$ cat src/hdl/jokl_pkg.sv
package jokl_pkg;

  localparam int KEY_MAX_CHARS = 8;
  localparam int OFFSET_BITS   = 24;
  localparam int DEPTH_BITS    = 16;
  localparam int KEY_BITS      = 8 * KEY_MAX_CHARS;
  localparam int KLEN_BITS     = 4;
  localparam int OUT_OFF_BITS  = 24;
  localparam int OUT_DATA_BITS = 32;

  localparam logic [7:0] CH_NUL    = 8'h00;
  localparam logic [7:0] CH_LBRACE = 8'h7B;
  localparam logic [7:0] CH_RBRACE = 8'h7D;
  localparam logic [7:0] CH_QUOTE  = 8'h22;
  localparam logic [7:0] CH_COLON  = 8'h3A;
  localparam logic [7:0] CH_COMMA  = 8'h2C;
  localparam logic [7:0] CH_BSLASH = 8'h5C;

  localparam logic REG_KEY_BYTES  = 1'b0;
  localparam logic REG_KEY_LENGTH = 1'b1;

  typedef enum logic [3:0] {
    PH_OPEN   = 4'd0,
    PH_MEMBER = 4'd1,
    PH_KEY    = 4'd2,
    PH_COLON  = 4'd3,
    PH_VALWS  = 4'd4,
    PH_STR    = 4'd5,
    PH_OBJ    = 4'd6,
    PH_BARE   = 4'd7,
    PH_AFTER  = 4'd8,
    PH_DONE   = 4'd9
  } phase_t;

  function automatic logic is_blank(input logic [7:0] c);
    return (c == 8'h20) || (c == 8'h09) || (c == 8'h0A) || (c == 8'h0D);
  endfunction

endpackage

$ cat src/hdl/json_object_key_locator_core.sv
// Top-level key lookup over a streamed document.
// Input channel (in_*): one document byte per word in in_tdata, in_tlast on
// the final byte. A zero byte also ends the document for the scanner, but the
// block keeps ignoring bytes until in_tlast.
// Result channel (out_*): at most one word per document, key_found in bit 0
// and value_offset in bits 24:1. It comes in the cycle after the byte that
// decides it (the matching value byte, a malformed byte, or the last byte).
// Throughput: one byte per cycle while in_tready is high; each byte updates
// the scanner state registers and the result lands in the output register.
// Stall: while a result waits in the output register and out_tready is low,
// in_tready drops; bytes that give no result still flow once the slot clears.
// Configuration: cfg_we with cfg_index 0 writes the key characters (first in
// the low byte), cfg_index 1 writes the key length (above 8 counts as 8).
// Write only while idle.
// Reset (rst_n low, synchronous): key and length clear to zero, the scanner
// waits for an opening brace at offset zero, the output slot empties.
module json_object_key_locator_core (
  input  logic                                 clk,
  input  logic                                 rst_n,
  input  logic                                 in_tvalid,
  output logic                                 in_tready,
  input  logic [7:0]                           in_tdata,   // text_byte
  input  logic                                 in_tlast,   // last_byte
  output logic                                 out_tvalid,
  input  logic                                 out_tready,
  output logic [jokl_pkg::OUT_DATA_BITS-1:0]   out_tdata,  // key_found, value_offset
  input  logic                                 cfg_we,
  input  logic                                 cfg_index,
  input  logic [jokl_pkg::KEY_BITS-1:0]        cfg_wdata
);
  import jokl_pkg::*;

  logic [KEY_BITS-1:0]     key_bytes_r;
  logic [KLEN_BITS-1:0]    key_len_r;
  phase_t                  phase_r, phase_step, phase_nxt;
  logic [OFFSET_BITS-1:0]  pos_r, pos_nxt, pos_inc;
  logic [3:0]              kidx_r, kidx_step, kidx_nxt;
  logic                    match_r, match_step, match_nxt;
  logic [DEPTH_BITS-1:0]   depth_r, depth_step, depth_nxt;
  logic                    esc_r, esc_step, esc_nxt;
  logic                    out_valid_r;
  logic [OUT_OFF_BITS-1:0] out_off_r, out_off_nxt;
  logic                    out_found_r, out_found_nxt;

  logic                    acc, live, give_step, found_step, give_any;
  logic [KLEN_BITS-1:0]    klen;
  logic [7:0]              c, key_char;
  logic                    ws;

  assign in_tready  = !out_valid_r || out_tready;
  assign acc        = in_tvalid && in_tready;
  assign c          = in_tdata;
  assign ws         = (c != CH_NUL) && is_blank(c);
  assign klen       = (key_len_r > KLEN_BITS'(KEY_MAX_CHARS)) ?
                      KLEN_BITS'(KEY_MAX_CHARS) : key_len_r;
  assign key_char   = key_bytes_r[8*kidx_r[2:0] +: 8];
  assign pos_inc    = pos_r + 1'b1;
  assign live       = (phase_r != PH_DONE);

  // next state of the scanner for one byte, ignoring the result
  always_comb begin
    phase_step = phase_r;
    kidx_step  = kidx_r;
    match_step = match_r;
    depth_step = depth_r;
    esc_step   = esc_r;
    unique case (phase_r)
      PH_OPEN: begin
        if (c == CH_LBRACE) phase_step = PH_MEMBER;
      end
      PH_MEMBER, PH_AFTER: begin
        if (ws) begin
          phase_step = (phase_r == PH_AFTER) ? PH_AFTER : PH_MEMBER;
        end else if (phase_r == PH_AFTER && c == CH_COMMA) begin
          phase_step = PH_MEMBER;
        end else if (c == CH_QUOTE) begin
          phase_step = PH_KEY;
          kidx_step  = '0;
          match_step = 1'b1;
        end
      end
      PH_KEY: begin
        if (c == CH_QUOTE) begin
          match_step = match_r && (kidx_r == klen);
          phase_step = PH_COLON;
        end else if (c != CH_NUL) begin
          if (kidx_r >= klen || key_char != c) match_step = 1'b0;
          if (kidx_r != 4'd15) kidx_step = kidx_r + 4'd1;
        end
      end
      PH_COLON: begin
        if (c == CH_COLON) phase_step = PH_VALWS;
      end
      PH_VALWS: begin
        if (!ws && !match_r) begin
          if (c == CH_QUOTE) begin
            phase_step = PH_STR;
            esc_step   = 1'b0;
          end else if (c == CH_LBRACE) begin
            phase_step = PH_OBJ;
            depth_step = DEPTH_BITS'(1);
          end else if (c == CH_COMMA) begin
            phase_step = PH_MEMBER;
          end else begin
            phase_step = PH_BARE;
          end
        end
      end
      PH_STR: begin
        if (c != CH_NUL) begin
          if (esc_r) esc_step = 1'b0;
          else if (c == CH_BSLASH) esc_step = 1'b1;
          else if (c == CH_QUOTE) phase_step = PH_AFTER;
        end
      end
      PH_OBJ: begin
        if (c == CH_LBRACE) begin
          if (depth_r != '1) depth_step = depth_r + 1'b1;
        end else if (c == CH_RBRACE) begin
          if (depth_r != '0) depth_step = depth_r - 1'b1;
          if (depth_r <= DEPTH_BITS'(1)) phase_step = PH_AFTER;
        end
      end
      PH_BARE: begin
        phase_step = (c == CH_COMMA) ? PH_MEMBER : PH_BARE;
      end
      PH_DONE: ;
      default: ;
    endcase
  end

  // result decision for one byte
  always_comb begin
    give_step  = 1'b0;
    found_step = 1'b0;
    unique case (phase_r)
      PH_OPEN:   give_step = !ws && c != CH_LBRACE;
      PH_MEMBER: give_step = !ws && c != CH_QUOTE;
      PH_AFTER:  give_step = !ws && c != CH_QUOTE && c != CH_COMMA;
      PH_KEY:    give_step = (c == CH_NUL);
      PH_COLON:  give_step = !ws && c != CH_COLON;
      PH_VALWS: begin
        if (!ws) begin
          found_step = match_r;
          give_step  = match_r || c == CH_NUL || c == CH_RBRACE;
        end
      end
      PH_STR:    give_step = (c == CH_NUL);
      PH_OBJ:    give_step = (c == CH_NUL);
      PH_BARE:   give_step = (c == CH_NUL) || (c == CH_RBRACE);
      PH_DONE:   give_step = 1'b0;
      default:   give_step = 1'b0;
    endcase
    give_any = live && (give_step || in_tlast);
    if (give_step) begin
      out_found_nxt = found_step;
      out_off_nxt   = found_step ? OUT_OFF_BITS'(pos_r) : '0;
    end else begin
      out_found_nxt = (phase_step == PH_VALWS) && match_step;
      out_off_nxt   = out_found_nxt ? OUT_OFF_BITS'(pos_inc) : '0;
    end
  end

  always_comb begin
    phase_nxt = phase_r;
    pos_nxt   = pos_r;
    kidx_nxt  = kidx_r;
    match_nxt = match_r;
    depth_nxt = depth_r;
    esc_nxt   = esc_r;
    if (in_tlast) begin
      phase_nxt = PH_OPEN;
      pos_nxt   = '0;
      kidx_nxt  = '0;
      match_nxt = 1'b1;
      depth_nxt = '0;
      esc_nxt   = 1'b0;
    end else if (live) begin
      phase_nxt = give_step ? PH_DONE : phase_step;
      pos_nxt   = pos_inc;
      kidx_nxt  = kidx_step;
      match_nxt = match_step;
      depth_nxt = depth_step;
      esc_nxt   = esc_step;
    end
  end

  always_ff @(posedge clk) begin
    if (!rst_n) begin
      key_bytes_r <= '0;
      key_len_r   <= '0;
    end else if (cfg_we) begin
      unique case (cfg_index)
        REG_KEY_BYTES:  key_bytes_r <= cfg_wdata;
        REG_KEY_LENGTH: key_len_r   <= cfg_wdata[KLEN_BITS-1:0];
        default: ;
      endcase
    end
  end

  always_ff @(posedge clk) begin
    if (!rst_n) begin
      phase_r <= PH_OPEN;
      pos_r   <= '0;
      kidx_r  <= '0;
      match_r <= 1'b1;
      depth_r <= '0;
      esc_r   <= 1'b0;
    end else if (acc) begin
      phase_r <= phase_nxt;
      pos_r   <= pos_nxt;
      kidx_r  <= kidx_nxt;
      match_r <= match_nxt;
      depth_r <= depth_nxt;
      esc_r   <= esc_nxt;
    end
  end

  always_ff @(posedge clk) begin
    if (!rst_n) begin
      out_valid_r <= 1'b0;
    end else if (acc && give_any) begin
      out_valid_r <= 1'b1;
    end else if (out_tready) begin
      out_valid_r <= 1'b0;
    end
  end

  always_ff @(posedge clk) begin
    if (acc && give_any) begin
      out_found_r <= out_found_nxt;
      out_off_r   <= out_off_nxt;
    end
  end

  assign out_tvalid = out_valid_r;
  assign out_tdata  = {{(OUT_DATA_BITS-OUT_OFF_BITS-1){1'b0}}, out_off_r, out_found_r};

`ifndef SYNTHESIS
  a_stall_only_when_full: assert property (@(posedge clk) disable iff (!rst_n)
    !in_tready |-> out_valid_r)
    else $error("input stalled with empty output slot");

  a_last_restarts: assert property (@(posedge clk) disable iff (!rst_n)
    acc && in_tlast |=> phase_r == PH_OPEN && pos_r == '0 && depth_r == '0)
    else $error("document state not cleared after last byte");

  a_depth_in_object: assert property (@(posedge clk) disable iff (!rst_n)
    depth_r != '0 |-> phase_r == PH_OBJ || phase_r == PH_DONE)
    else $error("nesting depth held outside object skip");

  a_done_no_result: assert property (@(posedge clk) disable iff (!rst_n)
    acc && phase_r == PH_DONE && !in_tlast |-> !give_any)
    else $error("second result in one document");
`endif

endmodule

$ cat config.mk
export PLATFORM = sky130hd
export DESIGN_NAME = json_object_key_locator_core
export DESIGN_NICKNAME = d
export VERILOG_FILES = /design/src/hdl/jokl_pkg.sv /design/src/hdl/json_object_key_locator_core.sv
export SDC_FILE = /design/constraint.sdc
export NUM_CORES = 1
export LEC_CHECK = 0
export BUFFER_PORTS_ARGS = -buffer_cell sky130_fd_sc_hd__buf_2
export CORE_ASPECT_RATIO = 1.4
export CORE_MARGIN = 2
export CORE_UTILIZATION = 40
export CTS_BUF_LIST = sky130_fd_sc_hd__clkbuf_4 sky130_fd_sc_hd__clkbuf_8 sky130_fd_sc_hd__clkbuf_16
export DETAILED_ROUTE_END_ITERATION = 7
export SETUP_SLACK_MARGIN = 0.5
export SLEW_MARGIN = 10
export SYNTH_ARGS = -nofsm -noshare
export SYNTH_HDL_FRONTEND = slang
export SYNTH_SLANG_ARGS = --single-unit
$ cat constraint.sdc
create_clock -name clk -period 3.36 [get_ports clk]
set_clock_uncertainty 0.2 [all_clocks]
set_input_delay 0.336 -clock clk [delete_from_list [all_inputs] [get_ports clk]]
set_output_delay 0.336 -clock clk [all_outputs]
set_load 0.03 [all_outputs]
==> flow_summary.json, run 1 <==
{
  "p_per_area_nw_per_um2": 431,
  "path_class": "reg -> reg",
  "placed_cells": 1318,
  "finalCritPeriodShare_pct": 91.6,
  "min_to": "key_len_r[0]$_SDFFE_PN0P_",
  "cts_tree": "built",
  "post-place-ws_ns": 0.0858,
  "grt_antenna_before_repair": 0,
  "reg2reg_slack_ns": 0.28,
  "mappedNetlistArea_sq_um": 8220,
  "vias": 7814,
  "yosysTopAreaCell": "dfxtp_1",
  "grt_pass1_wl_microns": 38500,
  "dieArea_sq_um": 21700,
  "cts-root-buf": "clkbuf_16",
  "r2r_end": "out_off_r[13]$_DFFE_PP_",
  "busiest_layer": "met2",
  "cts_sinks": 144,
  "dp.final_hpwl_microns": 16200,
  "use_met2_pct": 39.4,
  "grt_max_degree": 65,
  "multi_input_area_sq_um": 4770,
  "drv_slew": 0,
  "clkLatencyLatePin_ns": 0.45,
  "synthFlopType": "dfxtp_1",
  "nets": 1247,
  "start_util_pct": 40.4,
  "ys_types": 67,
  "critPathRequiredTime_ns": 3.44,
  "holdCritPathClass": "in -> reg",
  "status": "complete, no violations",
  "cts_buffers": 17,
  "drive_gt1_share_pct": 20.2,
  "gp_congestion": 0.850,
  "met1_usage_pct": 24.9,
  "gr-total-overflow": 0,
  "grt_use_total_pct": 21.8,
  "min_from": "cfg_we",
  "max_freq_mhz": 325,
  "vias_per_cell": 5.48,
  "hold_violations": 0,
  "ff2ff_path_depth": 10,
  "port_buffers": 105,
  "regArea_sq_um": 3150,
  "yosysTopAreaCellShare_pct": 29.0,
  "power.total_mw": 4.55,
  "fill_cells": 1923,
  "p_leak_nw": 3.91,
  "critPathLaunchType": "flop",
  "synth_fa_ha_area_share_pct": 1.52,
  "tightest_slew_ns": 1.10,
  "rsz0062_at_grt": "true",
  "drc": 0,
  "synth_compound_area_share_pct": 17.6,
  "drt-initial-drc-count": 559,
  "routed_wl_microns": 23600,
  "ys_seq_area_share_pct": 38.1,
  "synthTopCellsByArea": "dfxtp_1 29%, edfxtp_1 9.1%, nand2_1 8.8%",
  "synth-warning-count": 0,
  "clk_pin_slew_ns": 0.07,
  "antenna_cells": 0,
  "crit_path_max_fanout": 8,
  "ys_ff_latch": 144,
  "rows": 62,
  "htreeDepth": 4,
  "die_h_microns": 174,
  "async_reset_ff_share_pct": 0,
  "reg2reg_from": "depth_r[10]$_SDFFE_PN0P_",
  "fin_ws_ns": 0.281,
  "synth_cells": 1000,
  "firstDrtPassIters": 8,
  "maxCapViolations": 0,
  "grt_pass1_vias": 7714,
  "instances_no_fill": 1427,
  "synthMuxAreaShare_pct": 6.56,
  "final.setup.tns_ns": 0,
  "syn_avg_cell_area_sq_um": 8.22,
  "synth-xor-area-share_pct": 2.88,
  "hold_depth": 3,
  "cts_buffer_depth": 2,
  "coreArea_sq_um": 20300,
  "synth_edf_count": 25,
  "peakVddDrop_uv": 320,
  "area_delta_synth_final_pct": 28.6,
  "grt_util_met3_pct": 3.52,
  "synth_top_family_by_area": "simple AND/OR/NAND/NOR gates",
  "relSlewSlack_pct": 26.4,
  "ant_nets": 0,
  "die_x_microns": 125,
  "drt-wirelength-per-cell_microns": 16.5,
  "ios": 113,
  "critPathArrivalTime_ns": 3.16,
  "setup_viol": 0,
  "yosys.area_share.simple_pct": 28.0,
  "worstSetupEndpointType": "flop",
  "min_period_ns": 3.08
}
worst max-delay path, stage by stage, from the launching register on:
cell	delay (ns)
dfxtp_4	0.34
or4_4	0.54
nor3_4	0.17
nand4_1	0.20
and2_4	0.21
or3_4	0.37
and4bb_4	0.35
buf_12	0.15
buf_12	0.12
a31oi_1	0.07
mux2i_1	0.20
cell usage after synthesis (13+ instances only):
library cell / count
nand2_1: 193
a31oi_1: 16
nor3_1: 13
clkbuf_1: 54
nor2_1: 57
xor2_1: 16
edfxtp_1: 25
mux2i_1: 28
or3_1: 21
a21oi_1: 14
nand3_1: 74
a21boi_0: 81
inv_1: 13
o21ai_0: 43
nand4_1: 20
nor2b_1: 21
dfxtp_1: 119
worst max-delay path by stage:
stage | from | end | depth (start not counted)
after floorplan | in_tdata[0] | out_found_r$_DFFE_PP_ | 7
after global placement | in_tdata[1] | out_off_r[9]$_DFFE_PP_ | 10
after detailed placement | in_tdata[1] | out_off_r[9]$_DFFE_PP_ | 10
after CTS | depth_r[10]$_SDFFE_PN0P_ | out_off_r[13]$_DFFE_PP_ | 10
after global routing | depth_r[10]$_SDFFE_PN0P_ | out_off_r[13]$_DFFE_PP_ | 10
final | depth_r[10]$_SDFFE_PN0P_ | out_off_r[13]$_DFFE_PP_ | 10
cells by family (layout without fill, tap and decap cells):
logic type	count (synthesis)	count (layout)
and+or+nand+nor	472	472
AOI/OAI and AO/OA	210	210
DFF	144	144
buffers and inverters	96	261
muxes	40	40
xor gates and xnor gates	27	27
adders and majority gates	10	10
other	1	7
sequential cells by signal (all words and copies together) (netlist names):
signal,flops
depth_r,16
esc_r,1
key_bytes_r,64
key_len_r,4
kidx_r,4
match_r,1
out_found_r,1
out_off_r,24
out_tvalid,1
phase_r,4
pos_r,24
through the flow:
stage,hold WS (ns),utilization [%],area (sq um)
floorplan,0.239,-,8240
global placement,0.248,44.4,9030
detailed placement,0.255,44.4,9030
CTS,0.0199,51.3,10400
global route,0.0587,52.0,10600
finish,0.0298,52.0,10600
final cells by class:
class	instances	share of cell area, %
Sequential cell	144	29.8
Tap cell	256	3.03
Inverter	14	0.497
Multi-Input combinational cell	766	45.2
Timing Repair Buffer	215	15.4
Clock inverter	15	2.00
Clock buffer	17	4.03
routing by layer:
| layer | vias to the layer above | part of all wire, % |
|---|---|---|
| li1 | 3843 | - |
| met1 | 3715 | 40 |
| met2 | 212 | 52 |
| met3 | 44 | 4.4 |
| met4 | 0 | 3.2 |
| met5 | - | 0 |
report_power, final:
| group | leakage, nW | switching (mW) | total [mW] | internal, mW |
|---|---|---|---|---|
| sequential | 1.22 | 0.0563 | 1.89 | 1.83 |
| combinational | 2.39 | 0.392 | 0.704 | 0.312 |
| clock | 0.305 | 0.934 | 1.96 | 1.02 |
| total | 3.91 | 1.38 | 4.55 | 3.17 |
what timing repair did:
action / 4_1_cts / 5_1_grt
gates resized for setup: 17 / 18
hold buffers: 64 / 0
pin swaps: 12 / 14
endpoints found under the setup margin: 41 / 56
cloned: 0 / 2
hold endpoints to repair: 68 / 0
setup buffers: 7 / 4
cells in the final DEF (no fill, tap or decap), drive strengths merged, types with 3 or more instances in the layout:
master       instances
o21a                 3
and3                10
inv                 20
mux2i               28
dfxtp              119
or2                  7
mux4                11
or3                 21
xnor2               11
o31ai                6
clkbuf              19
a31oi               16
nor4                 7
a21oi               14
dlygate4sd3         64
conb                 7
clkinv               9
nand2              194
a22oi                9
o21ai               45
xor2                16
a21boi              81
nand2b              11
or4                  6
o211ai               8
nand3               74
nand4               20
buf                149
ha                  10
o22ai                9
nor3                15
nor2                57
and2                11
edfxtp              25
nor2b               21
nand4b               8
Note: power is estimated with default switching activity, not from simulation.
==> run 2, diff against run 1 <==
--- a/config.mk
+++ b/config.mk
@@ -11,8 +11,9 @@
 export CORE_UTILIZATION = 40
 export CTS_BUF_LIST = sky130_fd_sc_hd__clkbuf_4 sky130_fd_sc_hd__clkbuf_8 sky130_fd_sc_hd__clkbuf_16
 export DETAILED_ROUTE_END_ITERATION = 7
+export REMOVE_ABC_BUFFERS = 1
 export SETUP_SLACK_MARGIN = 0.5
-export SLEW_MARGIN = 10
+export SLEW_MARGIN = 20
 export SYNTH_ARGS = -nofsm -noshare
 export SYNTH_HDL_FRONTEND = slang
 export SYNTH_SLANG_ARGS = --single-unit
==> flow_summary.json, run 2 (same netlist as run 1, synthesis figures left out) <==
{
  "met1_length_microns": 9150,
  "p_leak_nw": 3.93,
  "crit_path_max_fanout": 9,
  "hold_violations": 0,
  "ant_nets": 0,
  "drv_slew": 0,
  "p_per_area_nw_per_um2": 420,
  "cts-root-buf": "clkbuf_16",
  "highest_layer": "met4",
  "peakVddDrop_uv": 335,
  "final_common_cell": "nand2_1",
  "fill_cells": 1957,
  "start_util_pct": 40.4,
  "multi_input_area_sq_um": 4790,
  "grt_max_degree": 51,
  "critPathRequiredTime_ns": 3.45,
  "drt-wirelength-per-cell_microns": 15.4,
  "min_period_ns": 3.03,
  "die_h_microns": 174,
  "firstDrtPassIters": 5,
  "ios": 113,
  "cts_buffers": 17,
  "regArea_sq_um": 3140,
  "drt-initial-drc-count": 443,
  "gp_congestion": 0.926,
  "drc": 0,
  "maxCapViolations": 0,
  "grt_antenna_before_repair": 0,
  "routed_wl_microns": 22100,
  "port_buffers": 105,
  "setup_viol": 0,
  "vias": 7698,
  "rsz0062_at_grt": "true",
  "finalCritPeriodShare_pct": 90.1,
  "cts_sinks": 144,
  "grt_pass1_vias": 7580,
  "status": "complete, no violations",
  "drive_gt1_share_pct": 20.2,
  "area_delta_synth_final_pct": 28.7,
  "clk_pin_slew_ns": 0.07,
  "htreeDepth": 4,
  "top_register": "key_bytes_r",
  "vias_per_cell": 5.39,
  "final.setup.tns_ns": 0,
  "holdCritPathClass": "in -> reg",
  "clkLatencyLatePin_ns": 0.43,
  "wl_met2_microns": 11500,
  "dp.final_hpwl_microns": 14700,
  "coreArea_sq_um": 20300,
  "worstSetupEndpointType": "flop",
  "rows": 62,
  "critPathArrivalTime_ns": 3.12,
  "largest_reg_flops": 64,
  "antenna_cells": 0,
  "largestRegisters": "key_bytes_r: 64 flops, out_off_r: 24 flops, pos_r: 24 flops",
  "critPathLaunchType": "flop",
  "relSlewSlack_pct": 48.7,
  "grt_pass1_wl_microns": 36600,
  "max_freq_mhz": 330,
  "gr-total-overflow": 0,
  "die_x_microns": 125,
  "dieArea_sq_um": 21700,
  "grt_use_total_pct": 20.3,
  "cts_buffer_depth": 2,
  "nets": 1248,
  "tightest_slew_ns": 0.769,
  "path_class": "reg -> reg",
  "utilization_pct": 52.0,
  "layout_common_cells": "193 x nand2_1, 114 x dfxtp_1, 105 x buf_2",
  "cts_tree": "built",
  "wl_met3_microns": 906
}
[run 2: critical path, cell delays in order (launching register included)]
cell and delay [ns]:
dfxtp_2 0.35, or4_4 0.57, nor3_4 0.17, nand4_1 0.19, and2_4 0.20, or3_4 0.35
and4bb_4 0.36, buf_6 0.15, clkbuf_16 0.16, nand4_1 0.08, nand3_1 0.09
[run 2: final timing paths]
| check | from | to | slack [ns] | cells after the start |
|---|---|---|---|---|
| worst max-delay path | depth_r[3]$_SDFFE_PN0P_ | out_off_r[7]$_DFFE_PP_ | 0.33 | 10 |
| worst min-delay path | cfg_we | key_len_r[1]$_SDFFE_PN0P_ | 0.06 | 3 |
| worst max register to register | depth_r[3]$_SDFFE_PN0P_ | out_off_r[7]$_DFFE_PP_ | 0.33 | 10 |
| worst min register to register | key_bytes_r[2]$_SDFFE_PN0P_ | key_bytes_r[2]$_SDFFE_PN0P_ | 0.26 | 2 |
[run 2: layout make-up]
| cell class | count | share of cell area [%] |
|---|---|---|
| clock buffer | 19 | 4.39 |
| multi-input combinational | 766 | 45.3 |
| tap | 256 | 3.03 |
| clock inverter | 13 | 1.07 |
| inverter | 14 | 0.497 |
| timing repair buffer | 216 | 16.0 |
| sequential | 144 | 29.7 |
[run 2: metrics by stage]
step | power, mW | instance area (sq um) | cells | hold WS [ns] | setup slack (ns)
2_1_floorplan | 2.30 | 7860 | 924 | 0.198 | 0.00668
3_3_place_gp | 2.53 | 9030 | 1317 | 0.250 | 0.107
3_5_place_dp | 2.53 | 9030 | 1317 | 0.255 | 0.0581
4_1_cts | 4.48 | 10400 | 1425 | 0.0467 | 0.327
5_1_grt | 4.63 | 10600 | 1428 | 0.0656 | 0.267
6_report | 4.44 | 10600 | 1428 | 0.0643 | 0.333
[run 2: what timing repair did]
item	4_1_cts	5_1_grt
hold buffers	64	0
gates cloned	2	2
gates resized for setup	17	17
pin swaps	15	15
setup endpoints to repair	29	48
buffers inserted	10	0
hold endpoints to repair	68	0
[run 2: layer usage]
metal / vias to the layer above / GRT usage [%]
li1: 3858 / -
met1: 3615 / 23.3
met2: 196 / 36.7
met3: 29 / 3.70
met4: 0 / 8.38
met5: - / 0
[run 2: power breakdown]
| group | leakage, nW | internal, mW | switching, mW |
|---|---|---|---|
| Clock | 0.277 | 1.03 | 0.820 |
| Combinational | 2.43 | 0.312 | 0.381 |
| Sequential | 1.22 | 1.84 | 0.0533 |
==> run 3, diff against run 2 <==
==> constraint.sdc (replaced) <==
create_clock -name clk -period 3.36 [get_ports clk]
set_clock_uncertainty 0.2 [all_clocks]
set_input_delay 0.168 -clock clk [delete_from_list [all_inputs] [get_ports clk]]
set_output_delay 0.168 -clock clk [all_outputs]
set_load 0.03 [all_outputs]
==> flow_summary.json, run 3 (same netlist as run 1, synthesis figures left out) <==
{
  "clkLatencyLatePin_ns": 0.43,
  "grt_antenna_before_repair": 0,
  "relSlewSlack_pct": 27.3,
  "ios": 113,
  "vias_per_cell": 5.36,
  "grt_max_degree": 58,
  "drt-initial-drc-count": 433,
  "clk_pin_slew_ns": 0.06,
  "max_freq_mhz": 341,
  "utilization_pct": 52.1,
  "min_period_ns": 2.93,
  "grt_use_total_pct": 20.4,
  "htreeDepth": 4,
  "critPathArrivalTime_ns": 3.02,
  "hold_depth": 5,
  "antenna_cells": 0,
  "gp_congestion": 0.931,
  "post-place-ws_ns": 0.216,
  "final_common_cell": "nand2_1",
  "cts_buffers": 17,
  "finalCritPeriodShare_pct": 87.3,
  "coreArea_sq_um": 20300,
  "critPathRequiredTime_ns": 3.45,
  "hold_violations": 0,
  "cts_tree": "built",
  "die_h_microns": 174,
  "cts_sinks": 144,
  "cts_buffer_depth": 2,
  "rsz0062_at_grt": "true",
  "cts-root-buf": "clkbuf_16",
  "fill_cells": 1898,
  "instances_no_fill": 1431,
  "ant_nets": 0,
  "placed_cells": 1314,
  "crit_path_max_fanout": 6,
  "multi_input_area_sq_um": 4770,
  "setup_viol": 0,
  "critPathLaunchType": "flop",
  "gr-total-overflow": 0,
  "firstDrtPassIters": 5,
  "regArea_sq_um": 3150,
  "routed_wl_microns": 22000,
  "rows": 62,
  "path_class": "reg -> reg",
  "dp.final_hpwl_microns": 14300,
  "p_per_area_nw_per_um2": 423,
  "start_util_pct": 40.4,
  "largest_reg_flops": 64,
  "die_x_microns": 125,
  "fin_ws_ns": 0.428,
  "drc": 0,
  "status": "complete, no violations",
  "dieArea_sq_um": 21700,
  "placedInstanceArea_sq_um": 9000,
  "holdCritPathClass": "in -> reg",
  "fin_area_sq_um": 10600,
  "peakVddDrop_uv": 305,
  "grt_pass1_vias": 7585,
  "layout_common_cells": "193 x nand2_1, 113 x dfxtp_1, 105 x buf_2",
  "drive_gt1_share_pct": 19.7,
  "drv_slew": 0,
  "grt_pass1_wl_microns": 36700,
  "ff2ff_path_depth": 10,
  "p_leak_nw": 3.97,
  "drt-wirelength-per-cell_microns": 15.4,
  "tightest_slew_ns": 1.09,
  "top_register": "key_bytes_r",
  "port_buffers": 105,
  "maxCapViolations": 0,
  "nets": 1251,
  "vias": 7666,
  "area_delta_synth_final_pct": 28.9,
  "worstSetupEndpointType": "flop",
  "final.setup.tns_ns": 0,
  "largestRegisters": "key_bytes_r: 64 flops, out_off_r: 24 flops, pos_r: 24 flops"
}
==> run 3: layout make-up <==
cell class / count / area share [%]
repair buffers: 219 / 16.2
inverters: 14 / 0.496
clock buffers: 20 / 4.45
clock inverters: 12 / 1.10
flip-flops and latches: 144 / 29.7
multi-input cells: 766 / 45.1
well taps: 256 / 3.02
==> run 3: where the power goes <==
group / leakage, nW / switching (mW) / internal, mW / total, mW
Clock: 0.299 / 0.790 / 1.11 / 1.90
Combinational: 2.45 / 0.381 / 0.312 / 0.694
Sequential: 1.22 / 0.0510 / 1.84 / 1.89
Total: 3.97 / 1.22 / 3.25 / 4.48
==> run 3: final timing paths <==
path                                           startpoint                         to  slack (ns)
worst max-delay path              depth_r[3]$_SDFFE_PN0P_    out_off_r[14]$_DFFE_PP_        0.43
worst min-delay path                          in_tdata[6]         esc_r$_SDFFE_PN0P_        0.06
worst max register to register    depth_r[3]$_SDFFE_PN0P_    out_off_r[14]$_DFFE_PP_        0.43
worst min register to register  key_len_r[2]$_SDFFE_PN0P_  key_len_r[2]$_SDFFE_PN0P_        0.26
==> run 3: critical path, cell delays in order (launching register included) <==
cell       delay [ns]
dfxtp_2          0.35
or4_4            0.54
nor3_4           0.15
nand4_1          0.13
and2_4           0.18
or3_4            0.35
and4bb_4         0.40
buf_8            0.16
clkbuf_16        0.14
nand4b_1         0.09
nand3_1          0.11
==> run 3: what timing repair did <==
item	CTS	global route
hold buffers	69	0
hold endpoints to repair	71	0
pin swaps	12	5
endpoints found under the setup margin	40	32
gates resized for setup	21	12
gates cloned	3	1
buffers inserted	11	1
==> run 3: per-stage QoR <==
| step | hold WS (ns) | power, mW |
|---|---|---|
| floorplan | 0.0299 | 2.30 |
| global placement | 0.217 | 2.52 |
| detailed placement | 0.226 | 2.52 |
| CTS | 0.0438 | 4.52 |
| global route | 0.0763 | 4.67 |
| finish | 0.0646 | 4.48 |
==> run 3: metal layers <==
layer | track usage (%) | vias to the layer above | part of all wire, %
met5 | 0 | - | 0
li1 | - | 3864 | -
met3 | 4.23 | 55 | 4.2
met1 | 23.9 | 3537 | 42
met4 | 8.89 | 0 | 3.5
met2 | 36.0 | 210 | 50
